`src/sv/rwpf_pkg.sv`:
```
// rwpf_pkg: shared types and constants of the ray/wall position fix block.
// No dependencies; imported by every module of the block.
`default_nettype none
package rwpf_pkg;

  // heading angle format: full circle is 2^ANGLE_BITS
  localparam int ANGLE_BITS = 16;
  localparam int QUARTER    = 1 << (ANGLE_BITS - 2);

  localparam int NUM_SENS   = 3;
  localparam int SENS_FRONT = 0;
  localparam int SENS_LEFT  = 1;
  localparam int SENS_RIGHT = 2;

  // wall order of the ray test: bit 1 = x wall, bit 0 = high wall
  localparam logic [1:0] WALL_Y_MIN = 2'd0;
  localparam logic [1:0] WALL_Y_MAX = 2'd1;
  localparam logic [1:0] WALL_X_MIN = 2'd2;
  localparam logic [1:0] WALL_X_MAX = 2'd3;

  // fix source codes
  localparam logic [1:0] SRC_ODO   = 2'd0;
  localparam logic [1:0] SRC_FRONT = 2'd1;
  localparam logic [1:0] SRC_SIDE  = 2'd2;

  // config register indexes
  localparam logic [2:0] CFG_FIELD_MIN  = 3'd0;
  localparam logic [2:0] CFG_FIELD_MAX  = 3'd1;
  localparam logic [2:0] CFG_MAX_DIST   = 3'd2;
  localparam logic [2:0] CFG_FRONT_OFSX = 3'd3;
  localparam logic [2:0] CFG_FRONT_OFSY = 3'd4;
  localparam logic [2:0] CFG_SIDE_OFSX  = 3'd5;
  localparam logic [2:0] CFG_SIDE_OFSY  = 3'd6;

  localparam logic signed [13:0] RST_FIELD_MIN  = -14'sd4512;
  localparam logic        [12:0] RST_FIELD_MAX  = 13'd4512;
  localparam logic        [14:0] RST_MAX_DIST   = 15'd24960;
  localparam logic signed [10:0] RST_FRONT_OFSX = -11'sd320;
  localparam logic signed [10:0] RST_FRONT_OFSY = 11'sd320;
  localparam logic signed [10:0] RST_SIDE_OFSX  = 11'sd240;
  localparam logic signed [10:0] RST_SIDE_OFSY  = -11'sd320;

  // queue between front and back
  localparam int QUEUE_DEPTH = 4;
  localparam int QPTR_W      = $clog2(QUEUE_DEPTH);

  typedef struct packed {
    logic signed [13:0] wall_lo;
    logic        [12:0] wall_hi;
    logic        [14:0] reading_limit;
    logic signed [10:0] front_offset_x;
    logic signed [10:0] front_offset_y;
    logic signed [10:0] side_offset_x;
    logic signed [10:0] side_offset_y;
  } cfg_t;

  // classified item: reading/ok indexed by SENS_*
  typedef struct packed {
    logic        [15:0]       heading;
    logic signed [15:0]       odo_x;
    logic signed [15:0]       odo_y;
    logic [NUM_SENS-1:0][14:0] reading;
    logic [NUM_SENS-1:0]       ok;
  } item_t;

endpackage
`default_nettype wire

```
`src/sv/rwpf_queue.sv`:
```
// rwpf_queue: short FIFO of classified items between front and back.
// Depends on rwpf_pkg.
`default_nettype none
module rwpf_queue import rwpf_pkg::*; (
  input  logic  clk,
  input  logic  rst,
  input  logic  in_valid,
  output logic  in_ready,
  input  item_t in_item,
  output logic  out_valid,
  input  logic  out_ready,
  output item_t out_item
);

  item_t             entries [QUEUE_DEPTH];
  logic [QPTR_W-1:0] wr_ptr;
  logic [QPTR_W-1:0] rd_ptr;
  logic [QPTR_W:0]   count;
  logic              push;
  logic              pop;

  assign in_ready  = count != (QPTR_W + 1)'(QUEUE_DEPTH);
  assign out_valid = count != '0;
  assign out_item  = entries[rd_ptr];
  assign push      = in_valid && in_ready;
  assign pop       = out_valid && out_ready;

  always_ff @(posedge clk) begin
    if (rst) begin
      wr_ptr <= '0;
      rd_ptr <= '0;
      count  <= '0;
    end else begin
      if (push) wr_ptr <= wr_ptr + 1'b1;
      if (pop)  rd_ptr <= rd_ptr + 1'b1;
      if (push && !pop)      count <= count + 1'b1;
      else if (pop && !push) count <= count - 1'b1;
    end
  end

  always_ff @(posedge clk) begin
    if (push) entries[wr_ptr] <= in_item;
  end

endmodule
`default_nettype wire

```
`config.mk`:
```
export PLATFORM = sky130hd
export DESIGN_NAME = rwpf_queue
export DESIGN_NICKNAME = d
export VERILOG_FILES = /design/src/sv/rwpf_pkg.sv /design/src/sv/rwpf_queue.sv
export SDC_FILE = /design/constraint.sdc
export NUM_CORES = 1
export LEC_CHECK = 0
export BUFFER_PORTS_ARGS = -buffer_cell sky130_fd_sc_hd__clkbuf_2
export CORE_ASPECT_RATIO = 1.2
export CORE_MARGIN = 4
export CORE_UTILIZATION = 61
export DETAILED_ROUTE_END_ITERATION = 8
export GPL_ROUTABILITY_DRIVEN = 0
export PLACE_DENSITY = 0.83
export SKIP_LAST_GASP = 1
export SLEW_MARGIN = 20
export SYNTH_ARGS = -nofsm -noshare
export SYNTH_HDL_FRONTEND = slang
export SYNTH_SLANG_ARGS = --single-unit
```
`constraint.sdc`:
```
create_clock -name clk -period 7.93 [get_ports clk]
set_input_delay 0.3965 -clock clk [delete_from_list [all_inputs] [get_ports clk]]
set_output_delay 0.3965 -clock clk [all_outputs]
set_load 0.005 [all_outputs]
```
---- Yosys cells after proc, flatten, opt, wreduce, memory -nomap -nowiden ----
Memory sizes are Yosys's and may differ from the RTL's. A register that Yosys moved wholly into a read port is not among the register bits.
Cells that the tools add are included.
storage, ports and cells
  flip-flop bits (word level) ............. 7
  RAM bits ................................ 384
  input bits .............................. 100
  output and inout port bits .............. 98
  logic and storage cells ................. 23
  memories ................................ 1
operators by class
  $add $sub $neg .......................... 4
  equal/unequal tests ..................... 1
  multiplexer cells ....................... 6
  reduce and logical (&&, ||, !) cells .... 8
memory list
  name     words  width  read ports  clocked after memory_dff  wr ports  line              text
  entries  4      96     1           1                         1         rwpf_queue.sv:15  item_t entries [QUEUE_DEPTH];
operator list
  operator               number
  $mux W3                2
  $add A2 B1 Y2 const B  2
  $logic_and A1 B1 Y1    4
  $mux W2                2
  $add A3 B1 Y3 const B  1
  $ne A3 B3 Y1 const B   1
  $reduce_bool A3 Y1     1
  $sub A3 B1 Y3 const B  1
  $logic_not A1 Y1       2
  $mux W1                2
  $reduce_bool A2 Y1     1

---- Depth between registers and ports, before layout ----
  word-level depth ........................ 6
  depth in mapped cells ................... 8
  gate-level depth less buffers ........... 8

---- Worst setup path before layout ----
Ideal clock, no wire load.
  path type ............................... register -> register
  from .................................... reg count[0]
  to ...................................... mem entries[0][0] in the netlist's numbering (enable)
  library setup time ...................... 0.466 ns
  arrival ................................. 3.028 ns
  required time ........................... 7.464 ns
  path slack .............................. 4.436 ns
  stages on the path, launching flop included .. 4
  buffers on the path ..................... 0
  period minus slack after synthesis ...... 3.494 ns
  cells stage by stage .................... dfxtp_1 -> nor2_1 -> a21boi_2 -> and2_1
on the way
  longest elaborated chain between the ends .. 4
ends and longest elaborated chain
  item                           line              text
  from (decl)                    rwpf_queue.sv:18  logic [QPTR_W:0] count;
  from (signal assigned)         rwpf_queue.sv:36  if (push && !pop) count <= count + 1'b1;
  from (signal assigned)         rwpf_queue.sv:37  else if (pop && !push) count <= count - 1'b1;
  $ne A3 B3 Y1                   rwpf_queue.sv:22  assign in_ready = count != (QPTR_W + 1)'(QUEUE_DEPTH);
  $logic_and A1 B1 Y1            rwpf_queue.sv:25  assign push = in_valid && in_ready;
  named net push                 rwpf_queue.sv:19  logic push;
  $mux W1                        rwpf_queue.sv:42  if (push) entries[wr_ptr] <= in_item;
  $mux W1 (not written as such)  rwpf_queue.sv:42
  to (decl)                      rwpf_queue.sv:15
The timed path passes the listed nets, and every way through them passes these cells.

==> qor.txt <==
YS warnings: 0
Post-synthesis cell count: 550
Cell row count: 61
FFs w/ async S/R, synth: 0
Maximum fanout along the worst path: 48
Post-Syn Area: 0.0143 mm^2
Peak VDD IR: 242 uV
Fraction of layout cells with a size suffix above 1: 0.456
Sink Count: 393
Gr usage total: 0.212
Clock latency on the worst-skew pair: 0.51 ns
Most common cell in the synthesized netlist: edfxtp_1
Max cap viols: 0
CTS tree: done
DRC marker count from the first detailed-route iteration: 425
Post-synth top cells: edfxtp_1, mux4_2, buf_2
Number of setup buffers added after CTS: 0
Final hold vios: 0
Initial Util: 0.619
Fin Clk Skew: 0.0113 ns
Outcome: finished, final reports clean
Cell Pwr Density: 325 mW/mm^2
Setup CP Type: flip-flop to primary output
Fill cell count: 1330
Residual overflow from global routing: 0
Seq. cell area: 0.0117 mm^2
Top cells by area in the synthesized netlist: edfxtp_1, mux4_2, dfxtp_1, ha_1, buf_6
Setup TNS: 0 ns
Fin Hold WS: 0.107 ns
Synth area leader: edfxtp_1
Initial antenna violation count: 2
Most frequently used flop master after synthesis: edfxtp_1
Number of hold buffers added after cts: 0
# diodes: 0
Fin crit period: 3.21 ns
Worst EP arrival: 2.81 ns
Count of cell types in the netlist: 23
Final Cycle Share: 0.405
Endpoints failing setup: 0
Maximum clock frequency: 0.311 GHz
First-pass GRT wire length: 41600 um
Max Transition Viols Final: 0
Synth Net Count: 656
Footprint of the multi-input gates: 0.00244 mm^2
EDFF count, synth: 384
Pin count of the biggest net entering global routing: 80
# nets final: 876
Least-Margin Pin Slew: 0.938 ns
H-tree levels: 2
Post-DP HPWL: 15600 um
Number of vias per cell: 5.86
DRC Markers: 0
Post-CTS resize count: 0
Die ar.: 0.0260 mm^2
Num CTS Buffers: 37
Die Y-Extent: 176 um
DRT Pass-1 Iters: 5
Mapped Avg Cell Area: 26.0 um^2
Register area share after synthesis: 0.818
Clk root buf: clkbuf_16
Post-Route WL: 26700 um
Relative slew slack: 0.375
#FFs+latches synth: 393
Core box area: 0.0231 mm^2
Unrepaired setup endpoints after global routing: no
Static Leak: 0.00569 uW
Buffers on Ports: 197
Vias in the first global route: 7145
Synth top area share: 0.806
Routed length per instance: 24.0 um
Num ports: 198
Min-Delay Path Class: primary input to flip-flop
Antenna Nets Post-Route: 0
CP endpoint kind: primary output
Max clock buf depth: 3
Die X: 148 um
CP startpoint kind: flip-flop
Worst path required time: 7.53 ns
Synthesis-to-layout area growth: 17.7%
Clock Pin Slew Worst Setup and Hold Paths: 0.06 ns
Routed via count: 6509
## final cells by class
cell class / count / share of cell area
clock buffers: 44 / 0.0597
inverters: 3 / 0.000669
multi-input cells: 131 / 0.145
clock inverters: 21 / 0.0125
flip-flops and latches: 393 / 0.696
well taps: 315 / 0.0234
repair buffers: 204 / 0.0629
## report_power, final
part | switching, uW | internal [uW] | leakage (uW) | total [uW]
sequential | 108 | 2520 | 0.00359 | 2630
clock | 704 | 1040 | 0.000595 | 1740
combinational | 529 | 576 | 0.00150 | 1110
## worst paths after layout
path,endpoint,slack (ns),from,cells after the start
max,out_item[82],4.72,flip-flop,3
min,entries[3][81],0.11,in_item[81],1
max reg2reg,entries[1][37],5.18,count[0],4
min reg2reg,wr_ptr[1],0.53,wr_ptr[1],2
## placed cells by master (no fill, tap or decap), drive strengths merged
cell type / instances
clkbuf: 241
o31ai: 1
o21ai: 1
ha: 5
buf: 7
mux2: 1
clkinv: 14
a21boi: 1
mux4: 96
or3: 2
nand2b: 2
clkinvlp: 2
a21oi: 1
xor2: 4
nor2: 8
nand2: 1
fa: 1
edfxtp: 384
o311ai: 1
dfxtp: 9
inv: 4
and2: 4
bufinv: 4
mux2i: 2
## logic make-up (layout without fill, tap and decap cells)
family / Yosys count / in the layout / share of synthesized area
AO/OA/AOI/OAI: 5 / 5 / 0.00262
XOR/XNOR: 4 / 4 / 0.00245
adder cells (fa/ha/maj): 6 / 6 / 0.00577
buffers and inverters: 26 / 272 / 0.0115
flip-flops: 393 / 393 / 0.818
multiplexers: 99 / 99 / 0.153
AND/OR/NAND/NOR: 17 / 17 / 0.00586
## registers in the layout, indices dropped and copies added, names as in the netlist, named ones only
signal,count
entries,384
count,3
rd_ptr,2
wr_ptr,2
## layer usage
| layer | wire [um] | track usage | up-vias |
|---|---|---|---|
| met1 | 10100 | 0.286 | 3384 |
| met3 | 2120 | 0.0596 | 57 |
| met2 | 13700 | 0.345 | 270 |
| li1 | - | - | 2794 |
| met4 | 733 | 0.0658 | 4 |
| met5 | 25 | 0 | - |
## worst max-delay path, stage by stage, from the launching register on
cell	delay, ns
dfxtp_4	0.65
buf_4	0.83
mux4_2	0.65
clkbuf_2	0.15
## through the flow
step,setup WS [ns],std cells,instance area (um^2),util,total power [uW]
global placement,4.73,1045,15600,0.674,3740
floorplan,4.44,550,14300,-,3360
global route,4.45,1111,16800,0.728,5730
finish,4.72,1111,16800,0.728,5480
CTS,4.12,1110,16800,0.727,5540
detailed placement,4.68,1045,15600,0.674,3790
(Power assumes the default switching activity.)
