==> src/sv/rwpf_pkg.sv <==
// rwpf_pkg: shared types and constants of the ray/wall position fix block.
// No dependencies; imported by every module of the block.
`default_nettype none
package rwpf_pkg;

  // heading angle format: full circle is 2^ANGLE_BITS
  localparam int ANGLE_BITS = 16;
  localparam int QUARTER    = 1 << (ANGLE_BITS - 2);

  localparam int NUM_SENS   = 3;
  localparam int SENS_FRONT = 0;
  localparam int SENS_LEFT  = 1;
  localparam int SENS_RIGHT = 2;

  // wall order of the ray test: bit 1 = x wall, bit 0 = high wall
  localparam logic [1:0] WALL_Y_MIN = 2'd0;
  localparam logic [1:0] WALL_Y_MAX = 2'd1;
  localparam logic [1:0] WALL_X_MIN = 2'd2;
  localparam logic [1:0] WALL_X_MAX = 2'd3;

  // fix source codes
  localparam logic [1:0] SRC_ODO   = 2'd0;
  localparam logic [1:0] SRC_FRONT = 2'd1;
  localparam logic [1:0] SRC_SIDE  = 2'd2;

  // config register indexes
  localparam logic [2:0] CFG_FIELD_MIN  = 3'd0;
  localparam logic [2:0] CFG_FIELD_MAX  = 3'd1;
  localparam logic [2:0] CFG_MAX_DIST   = 3'd2;
  localparam logic [2:0] CFG_FRONT_OFSX = 3'd3;
  localparam logic [2:0] CFG_FRONT_OFSY = 3'd4;
  localparam logic [2:0] CFG_SIDE_OFSX  = 3'd5;
  localparam logic [2:0] CFG_SIDE_OFSY  = 3'd6;

  localparam logic signed [13:0] RST_FIELD_MIN  = -14'sd4512;
  localparam logic        [12:0] RST_FIELD_MAX  = 13'd4512;
  localparam logic        [14:0] RST_MAX_DIST   = 15'd24960;
  localparam logic signed [10:0] RST_FRONT_OFSX = -11'sd320;
  localparam logic signed [10:0] RST_FRONT_OFSY = 11'sd320;
  localparam logic signed [10:0] RST_SIDE_OFSX  = 11'sd240;
  localparam logic signed [10:0] RST_SIDE_OFSY  = -11'sd320;

  // queue between front and back
  localparam int QUEUE_DEPTH = 4;
  localparam int QPTR_W      = $clog2(QUEUE_DEPTH);

  typedef struct packed {
    logic signed [13:0] wall_lo;
    logic        [12:0] wall_hi;
    logic        [14:0] reading_limit;
    logic signed [10:0] front_offset_x;
    logic signed [10:0] front_offset_y;
    logic signed [10:0] side_offset_x;
    logic signed [10:0] side_offset_y;
  } cfg_t;

  // classified item: reading/ok indexed by SENS_*
  typedef struct packed {
    logic        [15:0]       heading;
    logic signed [15:0]       odo_x;
    logic signed [15:0]       odo_y;
    logic [NUM_SENS-1:0][14:0] reading;
    logic [NUM_SENS-1:0]       ok;
  } item_t;

endpackage
`default_nettype wire

==> src/sv/rwpf_front.sv <==
// rwpf_front: input beat register; unpacks the stream beat and marks usable readings.
// Depends on rwpf_pkg.
`default_nettype none
module rwpf_front import rwpf_pkg::*; (
  input  logic        clk,
  input  logic        rst,
  input  cfg_t        cfg,
  input  logic        s_tvalid,
  output logic        s_tready,
  input  logic [95:0] s_tdata,
  input  logic [2:0]  s_tuser,
  output logic        out_valid,
  input  logic        out_ready,
  output item_t       out_item
);

  logic  hold_valid;
  item_t hold;
  item_t item_d;

  always_comb begin
    item_d.heading = s_tdata[15:0];
    item_d.odo_x   = s_tdata[31:16];
    item_d.odo_y   = s_tdata[47:32];
    item_d.reading[SENS_FRONT] = s_tdata[62:48];
    item_d.reading[SENS_LEFT]  = s_tdata[77:63];
    item_d.reading[SENS_RIGHT] = s_tdata[92:78];
    for (int i = 0; i < NUM_SENS; i++) begin
      // installed, nonzero and within range
      item_d.ok[i] = s_tuser[i] && (item_d.reading[i] != '0) &&
                     (item_d.reading[i] <= cfg.reading_limit);
    end
  end

  assign s_tready  = !hold_valid || out_ready;
  assign out_valid = hold_valid;
  assign out_item  = hold;

  always_ff @(posedge clk) begin
    if (rst) begin
      hold_valid <= 1'b0;
    end else if (s_tready) begin
      hold_valid <= s_tvalid;
    end
  end

  always_ff @(posedge clk) begin
    if (s_tready && s_tvalid) begin
      hold <= item_d;
    end
  end

endmodule
`default_nettype wire

==> config.mk <==
export PLATFORM = sky130hd
export DESIGN_NAME = rwpf_front
export DESIGN_NICKNAME = d
export VERILOG_FILES = /design/src/sv/rwpf_pkg.sv /design/src/sv/rwpf_front.sv
export SDC_FILE = /design/constraint.sdc
export NUM_CORES = 1
export LEC_CHECK = 0
export ABC_CLOCK_PERIOD_IN_PS = 5000
export BUFFER_PORTS_ARGS = -buffer_cell sky130_fd_sc_hd__buf_2
export CAP_MARGIN = 10
export CORE_MARGIN = 1
export CORE_UTILIZATION = 30
export CTS_CLUSTER_SIZE = 14
export DETAILED_ROUTE_END_ITERATION = 6
export PLACE_DENSITY_LB_ADDON = 0.1
export SLEW_MARGIN = 20
export SYNTH_ARGS = -nofsm -noshare
export SYNTH_HDL_FRONTEND = slang
export SYNTH_SLANG_ARGS = --single-unit
==> constraint.sdc <==
create_clock -name clk -period 5 [get_ports clk]
set_input_delay 1 -clock clk [delete_from_list [all_inputs] [get_ports clk]]
set_output_delay 1 -clock clk [all_outputs]
set_load 0.02 [all_outputs]
* Word level (Yosys, flattened, before mapping) *
Cells that the tools add are included.
W data, S select, Z words.

word-level totals
  ROM bits = 0
  latch bits = 0
  bits in writable memories = 0
  logic and storage cells = 23
  input port bits = 189
  register bits after elaboration = 97
  memories kept = 0
  output and inout port bits = 98

operators by class
  div/mod/pow operators = 0
  shifts and indexed selects = 0
  bitwise logic cells = 0
  equal/unequal tests = 0
  multiplexer cells = 0
  reductions and logical operators = 12
  magnitude comparators = 3
  $add $sub $neg = 0
  multiply operators = 0

operators by type and width
  cell                 count
  $le A15 B15 Y1       3
  $reduce_bool A15 Y1  3
  $logic_and A1 B1 Y1  7
  $logic_not A1 Y1     1
  $logic_or A1 B1 Y1   1

* Longest topological paths before layout *
  depth in word-level cells = 3
  gate-level depth with buffers = 6
  depth with buffers taken out = 6

* Least setup slack after synthesis *
No wires, ideal clock.

  path kind = in2reg
  from = input out_ready
  to = register hold (netlist bit out_item[0]) (enable)
  cell stages on the path = 2
  setup time = 0.465 ns
  path buffers = 0
  data arrival time = 3.525 ns
  setup slack = 1.010 ns
  path through = nand2b_1 -> and2_1

between the ends
  cells in the longest elaborated chain, start to end = 2

ends and longest elaborated chain
  what                    line              text
  start: declaration      rwpf_front.sv:13  input logic out_ready,
  $logic_or A1 B1 Y1      rwpf_front.sv:35  assign s_tready = !hold_valid || out_ready;
  $logic_and A1 B1 Y1     rwpf_front.sv:48  if (s_tready && s_tvalid) begin
  end signal: assignment  rwpf_front.sv:49  hold <= item_d;
  end: declaration        rwpf_front.sv:18  item_t hold;

No other way between the ends.
A chain may end at the register's enable or synchronous reset.

* Final worst setup path *
  from = input out_ready
  to = register hold (netlist bit out_item[22]) (enable)

Same word-level chain as after synthesis.

==> impl_metrics.env <==
export IMPL_start_kind="input pin"
export IMPL_dp_hpwl_um=8550
export IMPL_fin_skew_ns=0.00312
export IMPL_areaGrowthSynthToFinish_pct=39.1
export IMPL_dieArea_um2=14000
export IMPL_globalRoute_totalOverflow=0
export IMPL_path_cells="buf_2, nand2b_1, and2_4, buf_4"
export IMPL_status="finished, final reports clean"
export IMPL_fillers=1279
export IMPL_seqPwrFrac=0.503
export IMPL_cts_tree="done"
export IMPL_worst_slack_ns=2.51
export IMPL_grtUsageMet1=0.192
export IMPL_grt_use_total=0.155
export IMPL_place_ws_ns=2.12
export IMPL_post_cts_repair_setup_buffers=0
export IMPL_rows=42
export IMPL_period_needed_ns=2.49
export IMPL_hold_buffers=0
export IMPL_drtPass1Iterations=4
export IMPL_ys_warnings_count=0
export IMPL_io_buffers=212
export IMPL_grt_max_degree=71
export IMPL_slew_headroom=0.401
export IMPL_htree_levels=3
export IMPL_p_int_mw=1.44
export IMPL_avgRoutedWirePerCell_um=16.2
export IMPL_fin_crit_sh=0.498
export IMPL_die_w_um=118
export IMPL_drive_gt1_frac=0.478
export IMPL_wirelength_um=10600
export IMPL_drtAntennaViolNets=0
export IMPL_tns_ns=0
export IMPL_synth_top_area_share=0.712
export IMPL_endpoint_kind="flip-flop"
export IMPL_synth_seq_cells=97
export IMPL_rsz0062_at_grt="false"
export IMPL_max_freq_mhz=402
export IMPL_cts_sinks=97
export IMPL_power_density_nw_per_um2=339
export IMPL_grt_pass1_wl_um=15700
export IMPL_drtIter0Drc=169
export IMPL_synthesis_nets=484
export IMPL_crit_type="in2reg"
export IMPL_combinationalPowerShare=0.139
export IMPL_start_util=0.307
export IMPL_dieHeight_um=118
export IMPL_core_area_um2=13200
export IMPL_synth_area_top_cells="edfxtp_1, ha_1, a21oi_1, inv_1, nand4_1"
export IMPL_synth_area_per_cell_um2=16.2
export IMPL_gp_congestion=0.744
export IMPL_grt_pass1_vias=2907
export IMPL_switching_power_uw=472
export IMPL_hold_path_class="reg2reg"
export IMPL_vdd_drop_max_mv=0.130
export IMPL_cts_buffers_inserted=9
export IMPL_crit_fanout=70
export IMPL_worst_ep_arrival_time_ns=2.49
export IMPL_antenna_cells=0
export IMPL_synth_seq_area_share=0.717
export IMPL_clkTransAtPathRegs_ns=0.06
export IMPL_clkLatencyLatePin_ns=0.34
export IMPL_grt_use_met2=0.249
export IMPL_use_met3=0.0507
export IMPL_final_hold_viol_count=0
export IMPL_critical_path_top_delay_family="simple AND/OR/NAND/NOR gates"
export IMPL_crit_required_ns=5.00
export IMPL_grt_busiest_layer="met2"
export IMPL_synth_cell_type_count=19
export IMPL_p_clk_frac=0.358
export IMPL_io_pins=287
export IMPL_synth_top_cell_by_area="edfxtp_1"
export IMPL_placed_cells=639
export IMPL_maxCapViolCount=0
export IMPL_antenna_found_initial=0
export IMPL_synth_cells=250
export IMPL_path_buf_inv=2
export IMPL_critical_path_max_stage_delay_ns=0.73
export IMPL_nets=708
export IMPL_setup_viol=0
export IMPL_post_route_util=0.427
export IMPL_p_leak_nw=2.55
export IMPL_final_cell_count_no_fill=655
export IMPL_cts_repair_resized=0
export IMPL_route_detailed_drc=0
export IMPL_vias=3013
export IMPL_via_per_inst=4.60
export IMPL_cts_max_path_buffers=2
export IMPL_tightestPinTransition_ns=0.898
export IMPL_root_buffer="clkbuf_16"
export IMPL_slowest_stage="and2_4"
export IMPL_slew_viol_final=0
export IMPL_p_sw_frac=0.247
export IMPL_syn_area_um2=4050
## state kept, by name, indices dropped and copies added, names as in the netlist
register and flops:
out_item 96, out_valid 1
## cell type report
| cell class | instances | area (µm²) | area share |
|---|---|---|---|
| Sequential cell | 97 | 2900 | 0.515 |
| Multi-Input combinational cell | 132 | 1070 | 0.190 |
| Timing Repair Buffer | 213 | 1070 | 0.190 |
| Clock buffer | 10 | 229 | 0.0406 |
| Clock inverter | 6 | 65.1 | 0.0115 |
| Tap cell | 176 | 220 | 0.0391 |
| Inverter | 21 | 78.8 | 0.0140 |
## tightest hold or removal path, cell delays in order (launching register included)
cell and delay [ns]:
dfxtp_1 0.31, nand2b_1 0.10, a21oi_1 0.07
## cells in the final DEF (no fill, tap or decap)
cell type / synthesis / layout
clkinv_2: 0 / 2
dfxtp_1: 1 / 1
a221o_1: 3 / 3
o21ai_0: 6 / 6
clkbuf_1: 0 / 1
buf_4: 0 / 1
clkbuf_16: 0 / 9
clkinvlp_4: 0 / 1
nor3_1: 3 / 3
nand2_1: 9 / 9
a21oi_1: 16 / 16
nand2b_1: 1 / 1
or4_1: 3 / 3
nor2_1: 6 / 6
a211oi_1: 6 / 6
nor4_1: 9 / 9
ha_1: 45 / 45
nand3_1: 6 / 6
bufinv_16: 0 / 1
edfxtp_1: 96 / 96
inv_6: 0 / 2
nand3b_1: 3 / 3
nand4_1: 12 / 12
and2_4: 0 / 1
inv_1: 21 / 21
o311a_1: 3 / 3
buf_2: 0 / 212
## synth_stat cells
| cell | n |
|---|---|
| inv_1 | 21 |
| nand3_1 | 6 |
| a21oi_1 | 16 |
| o311a_1 | 3 |
| nand2_1 | 9 |
| nand3b_1 | 3 |
| and2_1 | 1 |
| nor3_1 | 3 |
| dfxtp_1 | 1 |
| nand2b_1 | 1 |
| ha_1 | 45 |
| nand4_1 | 12 |
| or4_1 | 3 |
| o21ai_0 | 6 |
| edfxtp_1 | 96 |
| nor4_1 | 9 |
| nor2_1 | 6 |
| a211oi_1 | 6 |
| a221o_1 | 3 |
## logic make-up after synthesis
logic type	count (synthesis)	synth area share
adder cells (fa/ha/maj)	45	0.139
buffers and inverters	21	0.0195
flip-flops	97	0.717
AO/OA/AOI/OAI	34	0.0531
AND/OR/NAND/NOR	53	0.0717
## power groups by stage
stage	Sequential (mW)	Clock [mW]	Combinational, mW
2_1_floorplan	1.05	0	0.0770
3_3_place_gp	0.979	0	0.264
3_5_place_dp	0.980	0	0.270
4_1_cts	0.963	0.713	0.271
5_1_grt	0.966	0.742	0.293
6_report	0.962	0.683	0.266
## worst paths after layout
| path | start | end | slack [ns] | cells after the start |
|---|---|---|---|---|
| worst min register to register | out_valid | out_valid | 0.52 | 2 |
| worst min-delay path | out_valid | out_valid | 0.52 | 2 |
| worst max-delay path | out_ready | out_item[22] | 2.51 | 4 |
| worst max register to register | out_valid | out_item[22] | 2.96 | 3 |
## stage by stage
stage          cell area (µm²)  power, mW  hold slack [ns]
2_1_floorplan             4050       1.12            0.729
3_3_place_gp              5340       1.24            0.498
3_5_place_dp              5340       1.25            0.515
4_1_cts                   5640       1.95            0.524
5_1_grt                   5640       2.00            0.562
6_report                  5640       1.91            0.522
## metal layers
| layer | wire length (µm) | part of all wire |
|---|---|---|
| met1 | 4500 | 0.42 |
| met2 | 5000 | 0.47 |
| met3 | 934 | 0.088 |
| met4 | 179 | 0.017 |
| met5 | 0 | 0 |
(Power assumes the default switching activity.)
